===== src/rtl/cls_pkg.sv =====
// Package: types, codes and the init command table for the character LCD bus sequencer.
package cls_pkg;

	localparam int unsigned SetupW = 10;
	localparam int unsigned WaitW  = 20;
	localparam int unsigned StepW  = 3;
	localparam logic [StepW-1:0] InitLen  = 3'd7;
	localparam logic [StepW-1:0] LastGap  = 3'd2;

	typedef enum logic [1:0] {
		ACT_TICK  = 2'd0,
		ACT_CMD   = 2'd1,
		ACT_DATA  = 2'd2,
		ACT_INIT  = 2'd3
	} action_t;

	typedef enum logic [1:0] {
		CFG_SETUP = 2'd0,
		CFG_POWER = 2'd1,
		CFG_GAP   = 2'd2
	} cfg_idx_t;

	typedef enum logic [3:0] {
		PH_IDLE       = 4'd0,
		PH_POWER      = 4'd1,
		PH_WR_SETUP   = 4'd2,
		PH_WR_HIGH    = 4'd3,
		PH_POLL_SETUP = 4'd4,
		PH_POLL_HIGH  = 4'd5,
		PH_POLL_HOLD  = 4'd6,
		PH_GAP        = 4'd7
	} phase_t;

	typedef struct packed {
		logic [1:0] action;
		logic [7:0] request_byte;
		logic       busy_sample;
	} item_t;

	typedef struct packed {
		logic       reg_select;
		logic       read_not_write;
		logic       enable_pin;
		logic [7:0] bus_out;
		logic       bus_drive;
		logic       ready_res;
	} result_t;

	typedef struct packed {
		logic [SetupW-1:0] setup_ticks;
		logic [WaitW-1:0]  power_on_ticks;
		logic [WaitW-1:0]  init_gap_ticks;
	} cfg_t;

	function automatic logic [7:0] init_byte(input logic [StepW-1:0] step);
		logic [7:0] b;
		unique case (step)
			3'd0, 3'd1, 3'd2: b = 8'h30;
			3'd3:             b = 8'h3F;
			3'd4:             b = 8'h0C;
			3'd5:             b = 8'h06;
			default:          b = 8'h01;
		endcase
		return b;
	endfunction

	// zero delay counts as one tick
	function automatic logic [WaitW-1:0] load_count(input logic [WaitW-1:0] ticks);
		return (ticks == '0) ? WaitW'(1) : ticks;
	endfunction

endpackage


===== src/rtl/cls_seq.sv =====
// Bus phase sequencer: state registers, next-state logic and pin decode.
module cls_seq
	import cls_pkg::*;
(
	input  logic    clk,
	input  logic    arst_n,
	input  logic    adv,
	input  item_t   item,
	input  cfg_t    cfg,
	output result_t res
);

	phase_t             phase_q, phase_d;
	logic [WaitW-1:0]   wait_q, wait_d;
	logic [StepW-1:0]   step_q, step_d;
	logic [7:0]         byte_q, byte_d;
	logic               sel_q, sel_d;
	logic               init_q, init_d;
	logic               busy_q, busy_d;
	logic [WaitW-1:0]   setup_cnt;
	logic [StepW-1:0]   step_inc;

	assign setup_cnt = load_count(WaitW'(cfg.setup_ticks));
	assign step_inc  = step_q + StepW'(1);

	always_ff @(posedge clk or negedge arst_n) begin
		if (!arst_n) begin
			phase_q <= PH_IDLE;
			wait_q  <= '0;
			step_q  <= '0;
			byte_q  <= '0;
			sel_q   <= 1'b0;
			init_q  <= 1'b0;
			busy_q  <= 1'b0;
		end else if (adv) begin
			phase_q <= phase_d;
			wait_q  <= wait_d;
			step_q  <= step_d;
			byte_q  <= byte_d;
			sel_q   <= sel_d;
			init_q  <= init_d;
			busy_q  <= busy_d;
		end
	end

	always_comb begin
		res = '{reg_select: 1'b0, read_not_write: 1'b0, enable_pin: 1'b0,
			bus_out: byte_q, bus_drive: 1'b1, ready_res: 1'b0};
		unique case (phase_q)
			PH_IDLE:       res.ready_res = 1'b1;
			PH_WR_SETUP:   res.reg_select = sel_q;
			PH_WR_HIGH: begin
				res.reg_select = sel_q;
				res.enable_pin = 1'b1;
			end
			PH_POLL_SETUP: begin
				res.read_not_write = 1'b1;
				res.bus_drive      = 1'b0;
				res.bus_out        = '0;
			end
			PH_POLL_HIGH, PH_POLL_HOLD: begin
				res.read_not_write = 1'b1;
				res.enable_pin     = 1'b1;
				res.bus_drive      = 1'b0;
				res.bus_out        = '0;
			end
			default: ;
		endcase

		phase_d = phase_q;
		wait_d  = wait_q;
		step_d  = step_q;
		byte_d  = byte_q;
		sel_d   = sel_q;
		init_d  = init_q;
		busy_d  = busy_q;

		if (phase_q == PH_IDLE) begin
			unique case (action_t'(item.action))
				ACT_CMD, ACT_DATA: begin
					byte_d  = item.request_byte;
					sel_d   = (action_t'(item.action) == ACT_DATA);
					phase_d = PH_WR_SETUP;
					wait_d  = setup_cnt;
				end
				ACT_INIT: begin
					init_d  = 1'b1;
					step_d  = '0;
					phase_d = PH_POWER;
					wait_d  = load_count(cfg.power_on_ticks);
				end
				default: ;
			endcase
		end else if (wait_q > WaitW'(1)) begin
			wait_d = wait_q - WaitW'(1);
		end else begin
			unique case (phase_q)
				PH_POWER: begin
					step_d  = '0;
					byte_d  = init_byte('0);
					sel_d   = 1'b0;
					phase_d = PH_WR_SETUP;
					wait_d  = setup_cnt;
				end
				PH_WR_SETUP: begin
					phase_d = PH_WR_HIGH;
					wait_d  = setup_cnt;
				end
				PH_WR_HIGH, PH_POLL_HOLD: begin
					wait_d  = setup_cnt;
					phase_d = PH_POLL_SETUP;
					if (phase_q == PH_POLL_HOLD && !busy_q) begin
						if (init_q && step_q <= LastGap) begin
							phase_d = PH_GAP;
							wait_d  = load_count(cfg.init_gap_ticks);
						end else if (init_q) begin
							if (step_inc == InitLen) begin
								init_d  = 1'b0;
								step_d  = '0;
								phase_d = PH_IDLE;
								wait_d  = '0;
							end else begin
								step_d  = step_inc;
								byte_d  = init_byte(step_inc);
								sel_d   = 1'b0;
								phase_d = PH_WR_SETUP;
							end
						end else begin
							phase_d = PH_IDLE;
							wait_d  = '0;
						end
					end
				end
				PH_POLL_SETUP: begin
					phase_d = PH_POLL_HIGH;
					wait_d  = setup_cnt;
				end
				PH_POLL_HIGH: begin
					busy_d  = item.busy_sample;
					phase_d = PH_POLL_HOLD;
					wait_d  = setup_cnt;
				end
				PH_GAP: begin
					if (step_inc == InitLen) begin
						init_d  = 1'b0;
						step_d  = '0;
						phase_d = PH_IDLE;
						wait_d  = '0;
					end else begin
						step_d  = step_inc;
						byte_d  = init_byte(step_inc);
						sel_d   = 1'b0;
						phase_d = PH_WR_SETUP;
						wait_d  = setup_cnt;
					end
				end
				default: begin
					phase_d = PH_IDLE;
					wait_d  = '0;
				end
			endcase
		end
	end

endmodule


===== src/rtl/char_lcd_bus_sequencer_top.sv =====
// Top level of the character LCD bus sequencer: ports, config registers, result register.
//
//  channel | signals                       | direction
//  item    | item_valid, item_stall, item  | request in, one per tick
//  res     | res_valid, res_stall, res     | pin levels out, one per request
//  cfg     | cfg_valid, cfg_ready, cfg_index, cfg_data | register writes in
//
// One request per cycle while item_stall is low; each yields one result, registered in
// the result register and shown in the cycle after the request is taken.
// Reset clears the sequencer state and the result valid flag and loads the default register values; res_q is not reset.
// item_stall is high only while a result waits and res_stall is high.
module char_lcd_bus_sequencer_top
	import cls_pkg::*;
(
	input  logic          clk,
	input  logic          arst_n,
	input  logic          item_valid,
	output logic          item_stall,
	input  item_t         item,
	output logic          res_valid,
	input  logic          res_stall,
	output result_t       res,
	input  logic          cfg_valid,
	output logic          cfg_ready,
	input  logic [1:0]    cfg_index,
	input  logic [WaitW-1:0] cfg_data
);

	cfg_t    cfg_q;
	result_t res_d;
	result_t res_q;
	logic    valid_q;
	logic    adv;

	assign cfg_ready  = 1'b1;
	assign item_stall = valid_q & res_stall;
	assign adv        = item_valid & ~item_stall;
	assign res_valid  = valid_q;
	assign res        = res_q;

	always_ff @(posedge clk or negedge arst_n) begin
		if (!arst_n) begin
			cfg_q.setup_ticks    <= SetupW'(10);
			cfg_q.power_on_ticks <= WaitW'(40000);
			cfg_q.init_gap_ticks <= WaitW'(10000);
		end else if (cfg_valid) begin
			unique case (cfg_idx_t'(cfg_index))
				CFG_SETUP: cfg_q.setup_ticks    <= cfg_data[SetupW-1:0];
				CFG_POWER: cfg_q.power_on_ticks <= cfg_data;
				CFG_GAP:   cfg_q.init_gap_ticks <= cfg_data;
				default: ;
			endcase
		end
	end

	cls_seq u_seq (
		.clk    (clk),
		.arst_n (arst_n),
		.adv    (adv),
		.item   (item),
		.cfg    (cfg_q),
		.res    (res_d)
	);

	always_ff @(posedge clk or negedge arst_n) begin
		if (!arst_n) begin
			valid_q <= 1'b0;
		end else if (adv) begin
			valid_q <= 1'b1;
		end else if (!res_stall) begin
			valid_q <= 1'b0;
		end
	end

	always_ff @(posedge clk) begin
		if (adv) begin
			res_q <= res_d;
		end
	end

endmodule


===== config.mk =====
export PLATFORM = sky130hd
export DESIGN_NAME = char_lcd_bus_sequencer_top
export DESIGN_NICKNAME = d
export VERILOG_FILES = /design/src/rtl/cls_pkg.sv /design/src/rtl/cls_seq.sv /design/src/rtl/char_lcd_bus_sequencer_top.sv
export SDC_FILE = /design/constraint.sdc
export NUM_CORES = 1
export LEC_CHECK = 0
export ABC_AREA = 1
export BUFFER_PORTS_ARGS = -buffer_cell sky130_fd_sc_hd__buf_4
export CORE_AREA = 8 8 101 139
export CTS_BUF_LIST = sky130_fd_sc_hd__clkbuf_8
export DETAILED_ROUTE_END_ITERATION = 8
export DIE_AREA = 0 0 109 147
export PLACE_DENSITY = 0.68
export SYNTH_ARGS = -nofsm -noshare
export SYNTH_HDL_FRONTEND = slang
export SYNTH_SLANG_ARGS = --single-unit

===== constraint.sdc =====
create_clock -name clk -period 2.68 [get_ports clk]
set_input_delay 0.268 -clock clk [delete_from_list [all_inputs] [get_ports clk]]
set_output_delay 0.268 -clock clk [all_outputs]
set_load 0.03 [all_outputs]

## After elaboration in Yosys (flattened, before gate mapping)

Cells that the tools add are included.

- Flip-flop bits (word level): 102
- Input bits: 38
- Output and inout port bits: 16
- Word-level logic and storage cells: 139

- Add/subtract/negate cells: 2
- Order comparisons: 2
- Eq/ne operators: 27
- Muxes and demuxes: 59
- Bitwise gates (word level): 5
- Reduce and logical (&&, ||, !) cells: 27

Operator list:

| cell | number |
|---|---|
| $mux 20 | 8 |
| $pmux 20 s3 | 1 |
| $mux 8 | 7 |
| $logic_not 20->1 | 2 |
| $pmux 20 s2 | 1 |
| $pmux 4 s6 | 1 |
| $pmux 6 s4 | 1 |
| $pmux 8 s3 | 1 |
| $mux 1 | 21 |
| $mux 3 | 7 |
| $reduce_and 7->1 | 3 |
| $gt 20x1->1 const B | 1 |
| $sub 20x1->20 const B | 1 |
| $eq 4x3->1 const B | 4 |
| $mux 4 | 4 |
| $logic_not 10->1 | 1 |
| $mux 10 | 1 |
| $eq 3x3->1 const B | 3 |
| $ne 3x1->1 const B | 3 |
| $pmux 3 s3 | 1 |
| $reduce_or 3->1 | 3 |
| $eq 4x2->1 const B | 2 |
| $pmux 4 s2 | 1 |
| $reduce_and 2->1 | 4 |
| 27 further kinds | 40 |

## Longest topological paths before layout

- Depth in word-level cells: 11
- Mapped depth: 13
- Depth with buffers taken out: 12

## Cells and area by module

Synthesis repeated with hierarchy kept, for this count alone.

- Cell total of the unflattened synthesis: 799
- Area, all modules: 5,903.2 um2

Modules (own cells, without submodules):

| module | instances | cells an instance | area an instance (um2) | sequential area each (um2) |
|---|---|---|---|---|
| cls_seq | 1 | 553 | 3,395.8 | 925.9 |
| char_lcd_bus_sequencer_top | 1 | 246 | 2,507.4 | 1,681.6 |

## Least setup slack after synthesis

OpenSTA, ideal clock, no wires.

- Path type: register to register
- From: reg valid_q (netlist: res_valid)
- To: reg u_seq.byte_q[6]
- Setup time: 0.117 ns
- Arrival time: 2.270 ns
- Required time: 2.563 ns
- Path slack: 0.293 ns
- Cell stages (with the launch flop): 10
- Buffers on the path: 1
- Period minus slack after synthesis: 2.387 ns
- Cells stage by stage: dfrtp_1 -> nand2_1 -> inv_1 -> nor2_1 -> nand3_2 -> nor3_4 -> nand2_2 -> buf_6 -> nand2_2 -> o21ai_2

- Cells in the longest elaborated chain, start to end: 4

Ends and longest elaborated chain:

| item | RTL line | source |
|---|---|---|
| start, declared | char_lcd_bus_sequencer_top.sv:32 | `logic valid_q;` |
| start signal, assigned | char_lcd_bus_sequencer_top.sv:67 | `valid_q <= 1'b0;` |
| start signal, assigned | char_lcd_bus_sequencer_top.sv:69 | `valid_q <= 1'b1;` |
| start signal, assigned | char_lcd_bus_sequencer_top.sv:71 | `valid_q <= 1'b0;` |
| $and 1x1->1 | char_lcd_bus_sequencer_top.sv:36 | `assign item_stall = valid_q & res_stall;` |
| via item_stall | char_lcd_bus_sequencer_top.sv:18 | `output logic item_stall,` |
| $not 1->1 | char_lcd_bus_sequencer_top.sv:37 | `assign adv = item_valid & ~item_stall;` |
| $and 1x1->1 | char_lcd_bus_sequencer_top.sv:37 |  |
| via adv | char_lcd_bus_sequencer_top.sv:33 | `logic adv;` |
| $reduce_and 7->1 (no source line) | n/a |  |
| end signal, assigned | cls_seq.sv:39 | `byte_q <= byte_d;` |
| end, declared | cls_seq.sv:16 | `logic [7:0] byte_q, byte_d;` |

The timed path passes the listed nets, and every way through them passes these cells.
A chain may end at the register's enable or synchronous reset.

## Worst setup path after layout

- From: reg u_seq.step_q[1]
- To: reg u_seq.wait_q[7]

- Cells in the longest elaborated chain, start to end: 9
- Elaborated cells between the ends (all ways): 11
- Classes of those cells: add/sub: 1; order compare: 1; eq/ne: 1; mux: 7; reduce/logical: 1

Ends and longest elaborated chain:

| item | RTL line | source |
|---|---|---|
| start, declared | cls_seq.sv:15 | `logic [StepW-1:0] step_q, step_d;` |
| start signal, assigned | cls_seq.sv:38 | `step_q <= step_d;` |
| $add 3x1->3 | cls_seq.sv:24 | `assign step_inc = step_q + StepW'(1);` |
| $eq 3x3->1 | cls_seq.sv:117, cls_seq.sv:144 |  |
| $mux 20 | cls_seq.sv:117, cls_seq.sv:144 |  |
| $mux 20 | cls_seq.sv:116 | `end else if (init_q) begin` |
| $mux 20 | cls_seq.sv:113 | `if (init_q && step_q <= LastGap) begin` |
| $mux 20 | cls_seq.sv:112 | `if (phase_q == PH_POLL_HOLD && !busy_q) begin` |
| $pmux 20 s3 * | cls_seq.sv:97 | `unique case (phase_q)` |
| $mux 20 * | cls_seq.sv:94 | `end else if (wait_q > WaitW'(1)) begin` |
| $mux 20 * | cls_seq.sv:78 | `if (phase_q == PH_IDLE) begin` |
| end signal, assigned | cls_seq.sv:37 | `wait_q <= wait_d;` |
| end, declared | cls_seq.sv:14 | `logic [WaitW-1:0] wait_q, wait_d;` |

Mark *: on every way between the ends. The rest lies on a longest branch, timed or not.

==> flow_summary.yaml <==
synthesis:
  synth_compound_area_frac: 0.145
  synthTopCellsByArea: "dfrtp_1, nand2_1, o21ai_0"
  yosys.area.top_type: "dfrtp_1"
  synth.yosys.warnings: 0
  yosys_register_bits: 101
  synthesis.area_sq_mm: 0.00583
  postSynthCellCount: 791
  synth_fa_ha_area_frac: 0.0257
  ys_seq_area_frac: 0.447
  syn-num-nets: 841
  yosys.area_share.simple: 0.285
  synth_top_cell_area_share: 0.326
  avgSynthCellArea_sq_um: 7.37
  muxShareOfSynthArea: 0
  synth_top_family_by_area: "simple AND/OR/NAND/NOR gates"
  synth_cell_type_count: 43
  synth-xor-area-share: 0.0120
global_routing:
  grt_pass1_vias: 5309
  grt_overflow: 0
  grt_max_degree: 46
  grtUsageTotal: 0.197
  antenna_found_initial: 0
  grt_pass1_wl_mm: 25.1
place:
  gp_congestion: 0.934
  post_dp_cell_area_sq_mm: 0.00639
  dp_hpwl_mm: 11.5
  io_buffers: 52
sta:
  setup_viol: 0
  hold_viol: 0
  worst_slew_pin_slew_ns: 0.760
  fin_skew_ns: 0.0113
  max_freq_mhz: 416
  finalCritPeriodShare: 0.897
  grt_setup_unrepaired: "no"
  drv_slew: 0
  setup_tns_ns: 0
  finalCriticalPeriod_ns: 2.40
  max_slew_margin: 0.491
routing:
  drcViolationCount: 0
  first_pass_iters: 5
  drt-total-wl_mm: 15.3
  vias_per_cell: 5.34
  routedWlPerCell_microns: 15.3
  ant_nets: 0
  drtIter0Drc: 352
  num_vias: 5337
clock_network:
  cts_htree_levels: 3
  cts_buffer_depth: 2
  numCtsBuffers: 9
  clkLatencyLatePin_ns: 0.38
  clk_pin_slew_ns: 0.10
  clkSinkCount: 101
  tritoncts: "done"
  cts_resized: 0
  root_buffer: "clkbuf_8"
power:
  irDropWorstVdd_v: 0.000328
  sw_frac_of_total: 0.419
  p_clk_frac: 0.191
  sequentialPowerShare: 0.424
  power.internal_w: 0.00320
  pwr-share-comb: 0.385
  power_density_mw_per_mm2: 833
  leakage_nw: 3.23
  power_switching_w: 0.00231
setup_path:
  cp_common_cell: "nand2_1"
  cp.required_ns: 2.99
  path_cells: "ha_1 > ha_1 > inv_1 > nand2_1 > nand2_1 > o21ai_0 > nand2_1 > o21ai_0 > nand2_1 > a21oi_1"
  rr_startpoint: "u_seq.step_q[1]$_DFFE_PN0P_"
  cp_slowest_stage_delay_ns: 0.48
  r2r_slack_ns: 0.28
  worstPathMaxFanout: 12
  arrival_ns: 2.71
  crit_type: "reg2reg"
  r2r_cells: 10
  end_kind: "register"
  start_kind: "register"
  timing.rr.end: "u_seq.wait_q[7]$_DFFE_PN0P_"
  crit_start: "u_seq.step_q[1]$_DFFE_PN0P_"
  critPathCapture: "u_seq.wait_q[7]$_DFFE_PN0P_"
  cp_slowest_cell: "dfrtp_1"
finish:
  layout_common_cells: "nand2_1, nor2_1, inv_1"
  antennaDiodeCount: 0
  areaGrowthSynthToFinish_pct: 13.4
  layout_commonest_cell: "nand2_1"
  finalInstanceArea_sq_mm: 0.00662
  final_layout_size_suffix_gt1_frac: 0.143
  final_nets: 894
die:
  row_count: 48
  die_h_microns: 147
  core_sq_mm: 0.0121
  io_pins: 54
  dieArea_sq_mm: 0.0160
  chipWidth_microns: 109
  start_util: 0.483
worst_hold_path:
  hold_class: "in2reg"
outcome:
  status: "finished clean"
job:
  drv_cap: 0
[flip-flops by register name (all words and copies together), names as in the netlist]
name,flops
u_seq.busy_q,1
u_seq.wait_q,20
u_seq.phase_q,3
u_seq.step_q,3
res_valid,1
u_seq.byte_q,8
cfg_q,50
res,13
u_seq.init_q,1
u_seq.sel_q,1
[what timing repair did]
item,4_1_cts,5_1_grt
buffers inserted,0,0
hold endpoints to repair,34,0
hold buffers,1,0
endpoints found under the setup margin,0,0
[worst max-delay path, delay by kind of cell, from the launching register on]
family | cells | cell delay [ns]
AO/OA/AOI/OAI | 3 | 0.57
flip-flops | 1 | 0.48
buffers and inverters | 1 | 0.09
adder cells (fa/ha/maj) | 2 | 0.64
AND/OR/NAND/NOR | 4 | 0.54
[routing by layer]
layer	GRT usage	wire length (microns)
met2	0.341	7750
met4	0.113	587
met1	0.225	6160
met3	0.0224	778
met5	0	0
[worst min-delay path by stage]
stage	startpoint	to	slack (ns)	cells after the start
floorplan	arst_n	cfg_q[0]$_DFFE_PN0P_	-0.03	0
global placement	arst_n	res_valid$_DFFE_PN0P_	0.31	1
detailed placement	arst_n	res_valid$_DFFE_PN0P_	0.31	1
CTS	item_valid	res_valid$_DFFE_PN0P_	0.07	3
global route	item_valid	res_valid$_DFFE_PN0P_	0.1	3
finish	item_valid	res_valid$_DFFE_PN0P_	0.09	3
[cells by family after synthesis]
kind of cell	Yosys count
DFF	101
adders and majority gates	12
AOI/OAI and AO/OA	156
buffers and inverters	125
other	1
and+or+nand+nor	388
xor gates and xnor gates	8
[cell usage after synthesis]
cell and number:
nand2_1 192, nor2_1 113, inv_1 95, o21ai_0 93
dfrtp_1 76, nand3_1 50, a21oi_1 37, clkbuf_1 15
edfxtp_1 13, dfstp_2 12, ha_1 12, inv_2 7
o21ai_2 6, xor2_1 6, nand2_2 5, nand4_1 5
nor3_1 5, buf_2 4, nor2_4 4, o211ai_1 4
o21bai_1 4, o22ai_1 4, a22oi_1 2, and3_1 2
buf_4 2, nand3b_1 2, nor2_2 2, o21a_1 2
or2_2 2, xnor2_1 2, a21boi_0 1, a31oi_1 1
a32oi_1 1, and3b_1 1, buf_6 1, clkinv_1 1
conb_1 1, nand2_4 1, nand3_2 1, nand3_4 1
nor2_8 1, nor3_4 1, o31ai_1 1
[cell type report]
type                       instances  area [sq um]
tap                              150           188
clock buffer                       9           124
inverter                         103           387
clock inverter                     7          91.3
multi-input combinational        565          2740
fill                            1164          5460
timing repair buffer              64           483
sequential                       101          2610
[metrics by stage]
step | setup WS (ns) | std cells | hold slack, ns | util | power [W]
after CTS | 0.305 | 999 | 0.0731 | 0.548 | 0.00553
after global placement | 0.445 | 982 | 0.315 | 0.529 | 0.00439
after global routing | 0.0579 | 999 | 0.0966 | 0.548 | 0.00592
after detailed placement | 0.335 | 982 | 0.307 | 0.529 | 0.00446
after floorplan | 0.293 | 791 | -0.0276 | - | 0.00380
final | 0.276 | 999 | 0.0897 | 0.548 | 0.00551
[power by group through the flow]
stage / Combinational, W / Sequential [W] / Clock [W]
2_1_floorplan: 0.00149 / 0.00231 / 0
3_3_place_gp: 0.00205 / 0.00234 / 0
3_5_place_dp: 0.00210 / 0.00235 / 0
4_1_cts: 0.00212 / 0.00233 / 0.00108
5_1_grt: 0.00239 / 0.00239 / 0.00114
6_report: 0.00212 / 0.00233 / 0.00105
No activity file was read; power rests on OpenSTA's default activity.
